### src/hw/rtl/cgc_pkg.sv
// ----------------------------------------------------------------------------
// cgc_pkg
// shared types, field widths and codes of the circle grid collision unit
// ----------------------------------------------------------------------------
package cgc_pkg;

  localparam int GRID_ROWS_DEF = 32;
  localparam int GRID_COLS_DEF = 32;
  localparam int FRAC_BITS_DEF = 8;

  localparam int ROW_IDX_W = 5;
  localparam int ROW_WALLS_W = 32;
  localparam int COORD_W = 16;
  localparam int RADIUS_W = 9;
  localparam int CFG_W = 6;
  localparam int CFG_IDX_W = 2;

  localparam logic [CFG_W-1:0] USED_ROWS_RST = 6'd20;
  localparam logic [CFG_W-1:0] USED_COLS_RST = 6'd30;

  localparam logic [CFG_IDX_W-1:0] REG_USED_ROWS = 2'd0;
  localparam logic [CFG_IDX_W-1:0] REG_USED_COLS = 2'd1;

  localparam logic OP_LOAD = 1'b0;
  localparam logic OP_QUERY = 1'b1;

  // controller to datapath
  typedef struct packed {
    logic take_load;
    logic take_query;
    logic setup;
    logic row_start;
    logic col_next;
    logic row_next;
  } cmd_t;

  // datapath to controller
  typedef struct packed {
    logic oob;
    logic cell_hit;
    logic col_last;
    logic row_last;
  } status_t;

endpackage

### src/hw/rtl/cgc_ram.sv
// ----------------------------------------------------------------------------
// cgc_ram
// generic single write port, single read port ram with registered read
// ----------------------------------------------------------------------------
module cgc_ram #(
  parameter int WIDTH = 32,
  parameter int DEPTH = 32
) (
  input  logic                     clk,
  input  logic                     we,
  input  logic [$clog2(DEPTH)-1:0] waddr,
  input  logic [WIDTH-1:0]         wdata,
  input  logic                     re,
  input  logic [$clog2(DEPTH)-1:0] raddr,
  output logic [WIDTH-1:0]         q
);

  logic [WIDTH-1:0] mem [DEPTH];

  always_ff @(posedge clk) begin
    if (we) begin
      mem[waddr] <= wdata;
    end
    if (re) begin
      q <= mem[raddr];
    end
  end

endmodule

### src/hw/rtl/cgc_dp.sv
// ----------------------------------------------------------------------------
// cgc_dp
// datapath: wall grid store, config registers, window bounds and distance test
// ----------------------------------------------------------------------------
module cgc_dp #(
  parameter int GRID_ROWS = cgc_pkg::GRID_ROWS_DEF,
  parameter int GRID_COLS = cgc_pkg::GRID_COLS_DEF,
  parameter int FRAC_BITS = cgc_pkg::FRAC_BITS_DEF
) (
  input  logic                                clk,
  input  logic                                rst_n,
  input  logic                                cfg_we,
  input  logic [cgc_pkg::CFG_IDX_W-1:0]       cfg_index,
  input  logic [cgc_pkg::CFG_W-1:0]           cfg_data,
  input  logic [cgc_pkg::ROW_IDX_W-1:0]       in_row_index,
  input  logic [cgc_pkg::ROW_WALLS_W-1:0]     in_row_walls,
  input  logic signed [cgc_pkg::COORD_W-1:0]  in_center_x,
  input  logic signed [cgc_pkg::COORD_W-1:0]  in_center_z,
  input  logic [cgc_pkg::RADIUS_W-1:0]        in_radius,
  input  cgc_pkg::cmd_t                       cmd,
  output cgc_pkg::status_t                    status
);

  localparam int ROW_W = $clog2(GRID_ROWS);
  localparam int COL_W = $clog2(GRID_COLS);
  localparam int IDX_W = (ROW_W > COL_W) ? ROW_W : COL_W;
  localparam int AW = (cgc_pkg::COORD_W + 2 > IDX_W + FRAC_BITS + 2) ?
                      cgc_pkg::COORD_W + 2 : IDX_W + FRAC_BITS + 2;
  localparam int ONE_I = 1 << FRAC_BITS;
  localparam int RW = cgc_pkg::RADIUS_W;
  localparam int SQ_W = 2 * RW;
  localparam int WX_W = ROW_W + cgc_pkg::ROW_IDX_W;
  localparam int WD_W = GRID_COLS + cgc_pkg::ROW_WALLS_W;

  // distance from a coordinate to the span of cell idx, as a magnitude
  function automatic logic [RW-1:0] span_dist(input logic signed [AW-1:0] c,
                                              input logic [IDX_W-1:0] idx);
    logic signed [AW-1:0] lo;
    logic signed [AW-1:0] hi;
    logic signed [AW-1:0] d;
    lo = $signed(AW'({idx, {FRAC_BITS{1'b0}}}));
    hi = lo + AW'(ONE_I);
    if (c < lo) begin
      d = lo - c;
    end else if (c > hi) begin
      d = c - hi;
    end else begin
      d = '0;
    end
    // inside the window the gap never exceeds the radius
    return d[RW-1:0];
  endfunction

  logic [cgc_pkg::CFG_W-1:0] used_rows_r;
  logic [cgc_pkg::CFG_W-1:0] used_cols_r;

  logic signed [cgc_pkg::COORD_W-1:0] cx_r;
  logic signed [cgc_pkg::COORD_W-1:0] cz_r;
  logic [RW-1:0]                      rad_r;

  logic [ROW_W-1:0] row_r;
  logic [ROW_W-1:0] rmax_r;
  logic [COL_W-1:0] col_r;
  logic [COL_W-1:0] cmin_r;
  logic [COL_W-1:0] cmax_r;
  logic [SQ_W-1:0]  rr_r;
  logic [SQ_W-1:0]  dz_sq_r;
  logic             row_vld_r;
  logic [GRID_ROWS-1:0] valid_r;

  logic [GRID_COLS-1:0] row_q;
  logic                 wr_en;
  logic [WX_W-1:0]      wr_idx_ext;
  logic [WD_W-1:0]      wr_data_ext;

  logic signed [AW-1:0] cx_ext;
  logic signed [AW-1:0] cz_ext;
  logic signed [AW-1:0] rad_ext;
  logic signed [AW-1:0] cmin_f;
  logic signed [AW-1:0] cmax_f;
  logic signed [AW-1:0] rmin_f;
  logic signed [AW-1:0] rmax_f;
  logic [cgc_pkg::CFG_W:0] rows_eff;
  logic [cgc_pkg::CFG_W:0] cols_eff;
  logic signed [AW-1:0] rows_ext;
  logic signed [AW-1:0] cols_ext;

  logic [RW-1:0]   dx_mag;
  logic [RW-1:0]   dz_mag;
  logic [SQ_W-1:0] dx_sq;
  logic [SQ_W:0]   dist_sq;

  // config registers
  always_ff @(posedge clk) begin
    if (!rst_n) begin
      used_rows_r <= cgc_pkg::USED_ROWS_RST;
      used_cols_r <= cgc_pkg::USED_COLS_RST;
    end else if (cfg_we) begin
      unique case (cfg_index)
        cgc_pkg::REG_USED_ROWS: used_rows_r <= cfg_data;
        cgc_pkg::REG_USED_COLS: used_cols_r <= cfg_data;
        default: ;
      endcase
    end
  end

  // row load
  assign wr_idx_ext = WX_W'(in_row_index);
  assign wr_data_ext = WD_W'(in_row_walls);
  assign wr_en = cmd.take_load && (wr_idx_ext < WX_W'(GRID_ROWS));

  always_ff @(posedge clk) begin
    if (!rst_n) begin
      valid_r <= '0;
    end else if (wr_en) begin
      valid_r[wr_idx_ext[ROW_W-1:0]] <= 1'b1;
    end
  end

  cgc_ram #(
    .WIDTH (GRID_COLS),
    .DEPTH (GRID_ROWS)
  ) u_grid (
    .clk   (clk),
    .we    (wr_en),
    .waddr (wr_idx_ext[ROW_W-1:0]),
    .wdata (wr_data_ext[GRID_COLS-1:0]),
    .re    (cmd.row_start),
    .raddr (row_r),
    .q     (row_q)
  );

  // window bounds from the captured query
  assign cx_ext = AW'(cx_r);
  assign cz_ext = AW'(cz_r);
  assign rad_ext = $signed(AW'(rad_r));
  assign cmin_f = (cx_ext - rad_ext) >>> FRAC_BITS;
  assign cmax_f = (cx_ext + rad_ext) >>> FRAC_BITS;
  assign rmin_f = (cz_ext - rad_ext) >>> FRAC_BITS;
  assign rmax_f = (cz_ext + rad_ext) >>> FRAC_BITS;

  assign rows_eff = ({1'b0, used_rows_r} < (cgc_pkg::CFG_W + 1)'(GRID_ROWS)) ?
                    {1'b0, used_rows_r} : (cgc_pkg::CFG_W + 1)'(GRID_ROWS);
  assign cols_eff = ({1'b0, used_cols_r} < (cgc_pkg::CFG_W + 1)'(GRID_COLS)) ?
                    {1'b0, used_cols_r} : (cgc_pkg::CFG_W + 1)'(GRID_COLS);
  assign rows_ext = $signed(AW'(rows_eff));
  assign cols_ext = $signed(AW'(cols_eff));

  assign status.oob = (rmin_f < 0) || (rmax_f >= rows_ext) ||
                      (cmin_f < 0) || (cmax_f >= cols_ext);

  // per-cell distance test
  assign dx_mag = span_dist(cx_ext, IDX_W'(col_r));
  assign dz_mag = span_dist(cz_ext, IDX_W'(row_r));
  assign dx_sq = dx_mag * dx_mag;
  assign dist_sq = {1'b0, dx_sq} + {1'b0, dz_sq_r};

  assign status.cell_hit = row_vld_r && row_q[col_r] && (dist_sq < {1'b0, rr_r});
  assign status.col_last = (col_r == cmax_r);
  assign status.row_last = (row_r == rmax_r);

  always_ff @(posedge clk) begin
    if (cmd.take_query) begin
      cx_r <= in_center_x;
      cz_r <= in_center_z;
      rad_r <= in_radius;
    end
    if (cmd.setup) begin
      row_r <= rmin_f[ROW_W-1:0];
      rmax_r <= rmax_f[ROW_W-1:0];
      cmin_r <= cmin_f[COL_W-1:0];
      cmax_r <= cmax_f[COL_W-1:0];
      rr_r <= rad_r * rad_r;
    end
    if (cmd.row_start) begin
      col_r <= cmin_r;
      dz_sq_r <= dz_mag * dz_mag;
      row_vld_r <= valid_r[row_r];
    end
    if (cmd.col_next) begin
      col_r <= col_r + COL_W'(1);
    end
    if (cmd.row_next) begin
      row_r <= row_r + ROW_W'(1);
    end
  end

endmodule

### src/hw/rtl/cgc_ctrl.sv
// ----------------------------------------------------------------------------
// cgc_ctrl
// controller: input handshake, window walk sequencing and result register
// ----------------------------------------------------------------------------
module cgc_ctrl (
  input  logic             clk,
  input  logic             rst_n,
  input  logic             in_valid,
  output logic             in_stall,
  input  logic             in_op,
  output logic             out_valid,
  input  logic             out_stall,
  output logic             out_hit,
  input  cgc_pkg::status_t status,
  output cgc_pkg::cmd_t    cmd
);

  localparam logic [2:0] ST_IDLE  = 3'd0;
  localparam logic [2:0] ST_SETUP = 3'd1;
  localparam logic [2:0] ST_ROW   = 3'd2;
  localparam logic [2:0] ST_COL   = 3'd3;
  localparam logic [2:0] ST_DONE  = 3'd4;

  logic [2:0] state_r;
  logic [2:0] state_nxt;
  logic       res_r;
  logic       res_nxt;
  logic       out_valid_r;
  logic       out_valid_nxt;
  logic       out_hit_r;
  logic       out_hit_nxt;
  logic       take;
  logic       slot_free;

  assign in_stall = (state_r != ST_IDLE);
  assign take = in_valid && !in_stall;
  assign slot_free = !out_valid_r || !out_stall;
  assign out_valid = out_valid_r;
  assign out_hit = out_hit_r;

  always_comb begin
    state_nxt = state_r;
    res_nxt = res_r;
    out_valid_nxt = out_valid_r && out_stall;
    out_hit_nxt = out_hit_r;
    cmd = '0;
    unique case (state_r)
      ST_IDLE: begin
        if (take) begin
          if (in_op == cgc_pkg::OP_QUERY) begin
            cmd.take_query = 1'b1;
            state_nxt = ST_SETUP;
          end else begin
            cmd.take_load = 1'b1;
          end
        end
      end
      ST_SETUP: begin
        cmd.setup = 1'b1;
        if (status.oob) begin
          res_nxt = 1'b1;
          state_nxt = ST_DONE;
        end else begin
          state_nxt = ST_ROW;
        end
      end
      ST_ROW: begin
        cmd.row_start = 1'b1;
        state_nxt = ST_COL;
      end
      ST_COL: begin
        priority if (status.cell_hit) begin
          res_nxt = 1'b1;
          state_nxt = ST_DONE;
        end else if (!status.col_last) begin
          cmd.col_next = 1'b1;
        end else if (!status.row_last) begin
          cmd.row_next = 1'b1;
          state_nxt = ST_ROW;
        end else begin
          res_nxt = 1'b0;
          state_nxt = ST_DONE;
        end
      end
      ST_DONE: begin
        if (slot_free) begin
          out_valid_nxt = 1'b1;
          out_hit_nxt = res_r;
          state_nxt = ST_IDLE;
        end
      end
      default: begin
        state_nxt = ST_IDLE;
      end
    endcase
  end

  always_ff @(posedge clk) begin
    if (!rst_n) begin
      state_r <= ST_IDLE;
      out_valid_r <= 1'b0;
    end else begin
      state_r <= state_nxt;
      out_valid_r <= out_valid_nxt;
    end
  end

  always_ff @(posedge clk) begin
    res_r <= res_nxt;
    out_hit_r <= out_hit_nxt;
  end

endmodule

### src/hw/rtl/circle_grid_collision_unit.sv
// ----------------------------------------------------------------------------
// circle_grid_collision_unit
// circle against occupancy grid collision test with row-wise grid loading
// ----------------------------------------------------------------------------
// A load transaction writes one grid row and the input is ready again right
// after. A query transaction walks the covered cell window one row read and
// then one cell per cycle; the walk stops at the first wall cell found within
// the radius, and a window that leaves the used grid answers straight from
// the setup step without a walk. With 8 fraction bits the window is at most
// 5 by 5 cells. The walk speed is set by the single read port of the grid ram
// and the one squared-distance test per cycle. A finished result waits in an
// output register while the next transaction is accepted. The grid reads as
// all clear after reset.
module circle_grid_collision_unit #(
  parameter int GRID_ROWS = cgc_pkg::GRID_ROWS_DEF,
  parameter int GRID_COLS = cgc_pkg::GRID_COLS_DEF,
  parameter int FRAC_BITS = cgc_pkg::FRAC_BITS_DEF
) (
  input  logic                                clk,
  input  logic                                rst_n,
  input  logic                                cfg_we,
  input  logic [cgc_pkg::CFG_IDX_W-1:0]       cfg_index,
  input  logic [cgc_pkg::CFG_W-1:0]           cfg_data,
  input  logic                                in_valid,
  output logic                                in_stall,
  input  logic                                in_op,
  input  logic [cgc_pkg::ROW_IDX_W-1:0]       in_row_index,
  input  logic [cgc_pkg::ROW_WALLS_W-1:0]     in_row_walls,
  input  logic signed [cgc_pkg::COORD_W-1:0]  in_center_x,
  input  logic signed [cgc_pkg::COORD_W-1:0]  in_center_z,
  input  logic [cgc_pkg::RADIUS_W-1:0]        in_radius,
  output logic                                out_valid,
  input  logic                                out_stall,
  output logic                                out_hit
);

  cgc_pkg::cmd_t    cmd;
  cgc_pkg::status_t status;

  cgc_ctrl u_ctrl (
    .clk       (clk),
    .rst_n     (rst_n),
    .in_valid  (in_valid),
    .in_stall  (in_stall),
    .in_op     (in_op),
    .out_valid (out_valid),
    .out_stall (out_stall),
    .out_hit   (out_hit),
    .status    (status),
    .cmd       (cmd)
  );

  cgc_dp #(
    .GRID_ROWS (GRID_ROWS),
    .GRID_COLS (GRID_COLS),
    .FRAC_BITS (FRAC_BITS)
  ) u_dp (
    .clk          (clk),
    .rst_n        (rst_n),
    .cfg_we       (cfg_we),
    .cfg_index    (cfg_index),
    .cfg_data     (cfg_data),
    .in_row_index (in_row_index),
    .in_row_walls (in_row_walls),
    .in_center_x  (in_center_x),
    .in_center_z  (in_center_z),
    .in_radius    (in_radius),
    .cmd          (cmd),
    .status       (status)
  );

endmodule

### config.mk
export PLATFORM = sky130hd
export DESIGN_NAME = circle_grid_collision_unit
export DESIGN_NICKNAME = d
export VERILOG_FILES = /design/src/hw/rtl/cgc_pkg.sv /design/src/hw/rtl/cgc_ram.sv /design/src/hw/rtl/cgc_dp.sv /design/src/hw/rtl/cgc_ctrl.sv /design/src/hw/rtl/circle_grid_collision_unit.sv
export SDC_FILE = /design/constraint.sdc
export NUM_CORES = 2
export LEC_CHECK = 0
export ABC_CLOCK_PERIOD_IN_PS = 12300
export BUFFER_PORTS_ARGS = -buffer_cell sky130_fd_sc_hd__buf_4
export CORE_ASPECT_RATIO = 0.8
export CORE_MARGIN = 10
export CORE_UTILIZATION = 50
export DETAILED_ROUTE_END_ITERATION = 10
export PLACE_DENSITY_LB_ADDON = 0.25
export SLEW_MARGIN = 25
export SYNTH_ARGS = -nofsm -noshare
export SYNTH_HDL_FRONTEND = slang
export SYNTH_HIERARCHICAL = 1
export SYNTH_SLANG_ARGS = --single-unit
### constraint.sdc
create_clock -name clk -period 12.3 [get_ports clk]
set_clock_uncertainty 0.1 [all_clocks]
set_input_delay 2.46 -clock clk [delete_from_list [all_inputs] [get_ports clk]]
set_output_delay 2.46 -clock clk [all_outputs]
set_load 0.03 [all_outputs]
### Word-level counts from Yosys, hierarchy flattened

Memories as Yosys holds them, arrays and structs flattened. A register that Yosys moved wholly into a read port is not among the register bits.
Index checks and enable logic that the tools add are counted.

* input port bits: 92
* memories: 1
* bits in registers: 153
* latch bits: 0
* ROM bits: 0
* memory bits (writable): 1024

Memory list
* u_dp.u_grid.mem: words 32, width 32, read ports 1, clocked after Yosys merged registers in 1, write ports 1, line cgc_ram.sv:18 `logic [WIDTH-1:0] mem [DEPTH];`

* div/mod/pow operators: 0
* multiply operators: 3
* magnitude comparators: 16
* mux-type cells: 44
* equality and inequality tests: 13
* shift-type cells: 0
* bitwise operators: 1
* reduce and logical (&&, ||, !) cells: 24
* add/subtract/negate cells: 13

Operator list (count)
* multiplier 9 x 9 -> 18 bit: 3
* 2-to-1 mux 9 bit: 4
* subtractor 9 bit: 4
* adder 16 x 10 -> 17 bit: 2
* subtractor 16 x 10 -> 17 bit: 2
* > comparator 16 x 15 -> 1 bit: 2
* < comparator 16 x 14 -> 1 bit: 2
* bitwise OR 32 bit: 1
* adder 13 x 9 -> 14 bit, second input constant: 2
* < comparator 5 x 6 -> 1 bit, second input constant: 4
* 2-to-1 mux 3 bit: 7
* 2-to-1 mux 5 bit: 4
* adder 18 x 18 -> 19 bit: 1
* < comparator 19 x 18 -> 1 bit: 1
* >= comparator 9 x 7 -> 1 bit: 2
* < comparator 9 x 1 -> 1 bit, second input constant: 2
* 2-to-1 mux 1 bit: 18
* case mux 3 bit (5 select lines): 1
* < comparator 6 bit, second input constant: 2
* 2-to-1 mux 6 bit: 2
* adder 5 x 1 -> 5 bit, second input constant: 2
* binary-select mux 1 bit (select 5 bit): 2
* == test 5 bit: 2
* 2-to-1 mux 2 bit: 4
* 19 further kinds: 38

### Longest topological paths before layout

* depth after elaboration: 11
* mapped depth: 45

### By module

The synthesis kept the hierarchy.

By module, submodules not included
* cgc_ram: area an instance 40810.4 sq um, instances 1, cells each 2260, seq. area each 31710.4 sq um
* cgc_dp: area an instance 14929.3 sq um, instances 1, cells each 1549, seq. area each 3913.8 sq um
* cgc_ctrl: area an instance 332.8 sq um, instances 1, cells each 36, seq. area each 140.1 sq um

### Worst setup path after synthesis

OpenSTA, ideal clock, no wires.

* path kind: flip-flop to flip-flop
* start point: register u_dp.col_r[0]
* end point: register u_dp.row_r[0] (enable)
* path buffers: 3
* library setup time: 263 ps
* setup slack: 2620 ps
* stages on the path, launching flop included: 44
* clock period less this slack: 9680 ps
* data arrival time: 9317 ps
* required time: 11937 ps
* cells stage by stage: edfxtp_1 buf_2 buf_2 inv_1 or4_1 ha_1 nand4bb_1 nor2_1 nand3b_1 o211a_1 o22ai_1 nand2_1 nand2_1 inv_1 nor2_1 inv_1 fa_1 inv_1 [8 not listed] ha_1 or2_2 a21oi_1 nor2b_1 a311o_1 a21o_1 a21oi_1 xnor2_1 ha_1 a2111oi_0 o21ai_0 o21ai_0 o41ai_1 a2111oi_2 nand4bb_1 nor3b_1 clkbuf_1 or2_2

RTL lines
* start, declared: line cgc_dp.sv:63 `logic [COL_W-1:0] col_r;`
* start signal, assigned: line cgc_dp.sv:176 `col_r <= cmin_r;`
* start signal, assigned: line cgc_dp.sv:181 `col_r <= col_r + COL_W'(1);`
* end signal, assigned: line cgc_dp.sv:169 `row_r <= rmin_f[ROW_W-1:0];`
* end signal, assigned: line cgc_dp.sv:184 `row_r <= row_r + ROW_W'(1);`
* end, declared: line cgc_dp.sv:61 `logic [ROW_W-1:0] row_r;`

==> impl_results.md <==
* Worst Setup Start Kind: flop
* Synth Area in XOR/XNOR at under 10%
* Top cells by count, synth: edfxtp_1 (1159), mux2i_1 (545), inv_1 (257)
* Max-slew violation count at 0
* Fillcell total at 8769
* EDFF count, synth at 1159
* Worst Setup End Kind: flop
* Crit path max-delay cell type: o41ai_1
* Worst-path clk slew at around 0.070 ns
* MaxCap Viol Count at 0
* First-pass GRT wire length at 209 mm
* VDD IR max at 0.000148 V
* Worst slew pin tran at 1.03 ns
* Top_reg_cell synth: edfxtp_1
* Clk pwr share at 33.9%
* Initial antenna violation count at 1
* Layout Nets at between 4000 and 5000
* Ys async rst share at 0%
* Synthesized area per cell at approximately 15 um^2
* FF-to-FF setup slack at 1.51 ns
* Final Wtd Congestion at 0.844
* Synth cell types at 90
* # IOs at 95
* Fin crit period at 10.79 ns
* Share of cells above drive strength 1 at 10.4%
* Worst rel slew slack at between 30% and 40%
* Core Area at 111000 um^2
* Most frequent cell on the critical path: inv_1
* Internal power at ~7.5 mW
* Die boundary width at 394 um
* Comb power frac at 21.9%
* Critical Path Start: u_dp/col_r[1]
* Mux share of post-synthesis cell area at 10.2%
* Adder-cell area share of the yosys netlist at 8.41%
* CP max FO at 10
* GR Util All Layers at 21.9%
* Hold Crit Class: flop to flop
* Routed Antenna Nets at 0
* Finished Cell Area at slightly above 60000 um^2
* Highest metal used: met4
* Syn Nets at 4244
* Detailed Route WL at about 140 mm
* Post-DP HPWL at 80.8 mm
* #FFs+latches synth at around 1200
* Starting DRT DRC Count at 3213
* Via density at 5.87
* Max stage delay on crit path at 0.83 ns
* Register share of total power at 44.2%
* Synth warn at 6
* Clock Sinks at 1207
* Initial Util at 50.6%
* Synthesized instance count at 3845
* Placed inst area at ~60000 um^2
* Register area share after synthesis at 63.8%
* Largest net degree at the start of global routing at 122
* P_leak at roughly 23 nW
* Achievable frequency at 92.7 MHz
* Area of the mapped netlist at between 50000 and 60000 um^2
* Power Total at around 10 mW
* Hold_sp: u_dp/valid_r[23]
* Number of buffers inserted by hold repair at cts at 0
* Crit Reg-Reg Startpoint: u_dp/col_r[1]
* CTS Buf Count at 115
* Final setup fails at 0
* DR pass1 iterations at 5
* CTS Buffer Depth at 3
* Synth Area in Compound Gates at 6.55%
* Met3 Routed Length at 10.8 mm
* Largest family of logic cells by synthesized area: multiplexers
* Filler-free cell count of the finished design at ~5600
* Sw Share at approximately 28%
* Postcts setup bufs at 0
* Area leader, netlist: edfxtp_1
* RSZ-0062 raised after global routing: no
* Placed insts at 5336
* M1 wire length at 63.4 mm
* Net switching power at 2.94 mW
* Die footprint at 126000 um^2
* CTS tree: yes
* Port Buf Inserts at 94
* Via count at around 33000
* WHS at 0.367 ns
* CTS root buf: clkbuf_16
* Total Negative Setup Slacks at 0 ns
* Status: complete, no violations
* Hold Fails Final Rpt at 0
* Total gr overflow at 0
* Htree depth at 3
* DRC at 0
* P&R area growth vs syn at 11.2%
* Worst EP arrival at between 10 and 15 ns
* Synth top area cells: edfxtp_1 (62%), mux2i_1 (9.7%), ha_1 (4.3%)
* # rows at 109
* Worst skew pair latency at 0.75 ns
* Final Cycle Share at 87.7%
* Die height at between 300 and 400 um
* Post_cts resized at 0
* Drt wl/cell at 25.4 um
* PD cells at 168 nW/um^2
* Critical path class: flop to flop
* Metal2 WL at between 60 and 70 mm
* CP Data Required Time at 12.66 ns
* Vias in the first global route at 31700
* Most common cell in the netlist: edfxtp_1
* Post-Synth Simple-Gate Area at 6.21%
* Area share of the largest cell type after synthesis at 62.1%
==> power groups by stage <==
stage	clock, mW	sequential, mW	combinational [mW]
finish	3.55	4.63	2.30
global route	3.78	4.63	2.60
CTS	3.61	4.63	2.29
detailed placement	0	4.71	2.27
global placement	0	4.71	2.24
floorplan	0	4.70	1.73
==> placed cells by master, fill, tap and decap left out, drive strengths merged, types with 35 or more instances in the layout <==
master,count
edfxtp,1159
mux2i,545
ha,192
a22oi,96
buf,150
nor3,62
fa,115
nor2b,35
a21oi,172
a22o,66
clkbuf,140
inv,262
a31oi,36
clkinv,50
dfxtp,48
nand3,117
nand2,185
xnor2,69
nor2,182
==> worst paths after layout <==
| kind | to | depth (start not counted) |
|---|---|---|
| worst max-delay path | u_dp/row_r[0] | 36 |
| worst min-delay path | u_dp/valid_r[23] | 1 |
| worst max register to register | u_dp/row_r[0] | 36 |
| worst min register to register | u_dp/valid_r[23] | 1 |
==> per-stage QoR <==
stage                     utilization [%]  setup slack, ns
final                                56.3             1.51
after global routing                 56.3            0.904
after CTS                            56.2             1.26
after detailed placement             52.8             1.27
after global placement               52.8             1.54
after floorplan                         -             2.62
==> kinds of logic after synthesis <==
family | Yosys count
other | 1
AO/OA/AOI/OAI | 535
AND/OR/NAND/NOR | 722
flip-flops | 1207
XOR/XNOR | 97
multiplexers | 558
buffers and inverters | 417
adder cells (fa/ha/maj) | 308
==> routing by layer <==
layer	global-route usage, %	up-vias
li1	-	14600
met1	32.3	16600
met2	33.9	1189
met3	3.71	193
met4	4.97	0
met5	0	-
==> flip-flops by register name, summed over array words and instances (netlist names), 9 cells and up <==
name / count
u_dp/dz_sq_r: 17
u_dp/cx_r: 16
u_dp/valid_r: 32
u_dp/cz_r: 16
u_dp/rr_r: 17
u_dp/u_grid/mem: 1024
u_dp/rad_r: 9
u_dp/u_grid/q: 32
==> area by class of cell <==
class / instances / area [um^2] / share of cell area (%)
diodes: 1 / 2.50 / 0.00401
clock buffers: 140 / 2970 / 4.76
clock inverters: 73 / 802 / 1.29
inverters: 261 / 980 / 1.57
multi-input cells: 2221 / 18800 / 30.1
flip-flops and latches: 1207 / 35800 / 57.3
well taps: 1498 / 1870 / 3.00
repair buffers: 150 / 1220 / 1.96
==> critical path, delay by kind of cell, from the launching register on <==
kind,cells,cell delay (ns)
adder cells (fa/ha/maj),8,3.49
AND/OR/NAND/NOR,11,3.15
AO/OA/AOI/OAI,10,2.62
flip-flops,1,0.65
buffers and inverters,6,0.37
XOR/XNOR,1,0.09
Note: power is estimated with default switching activity, not from simulation.
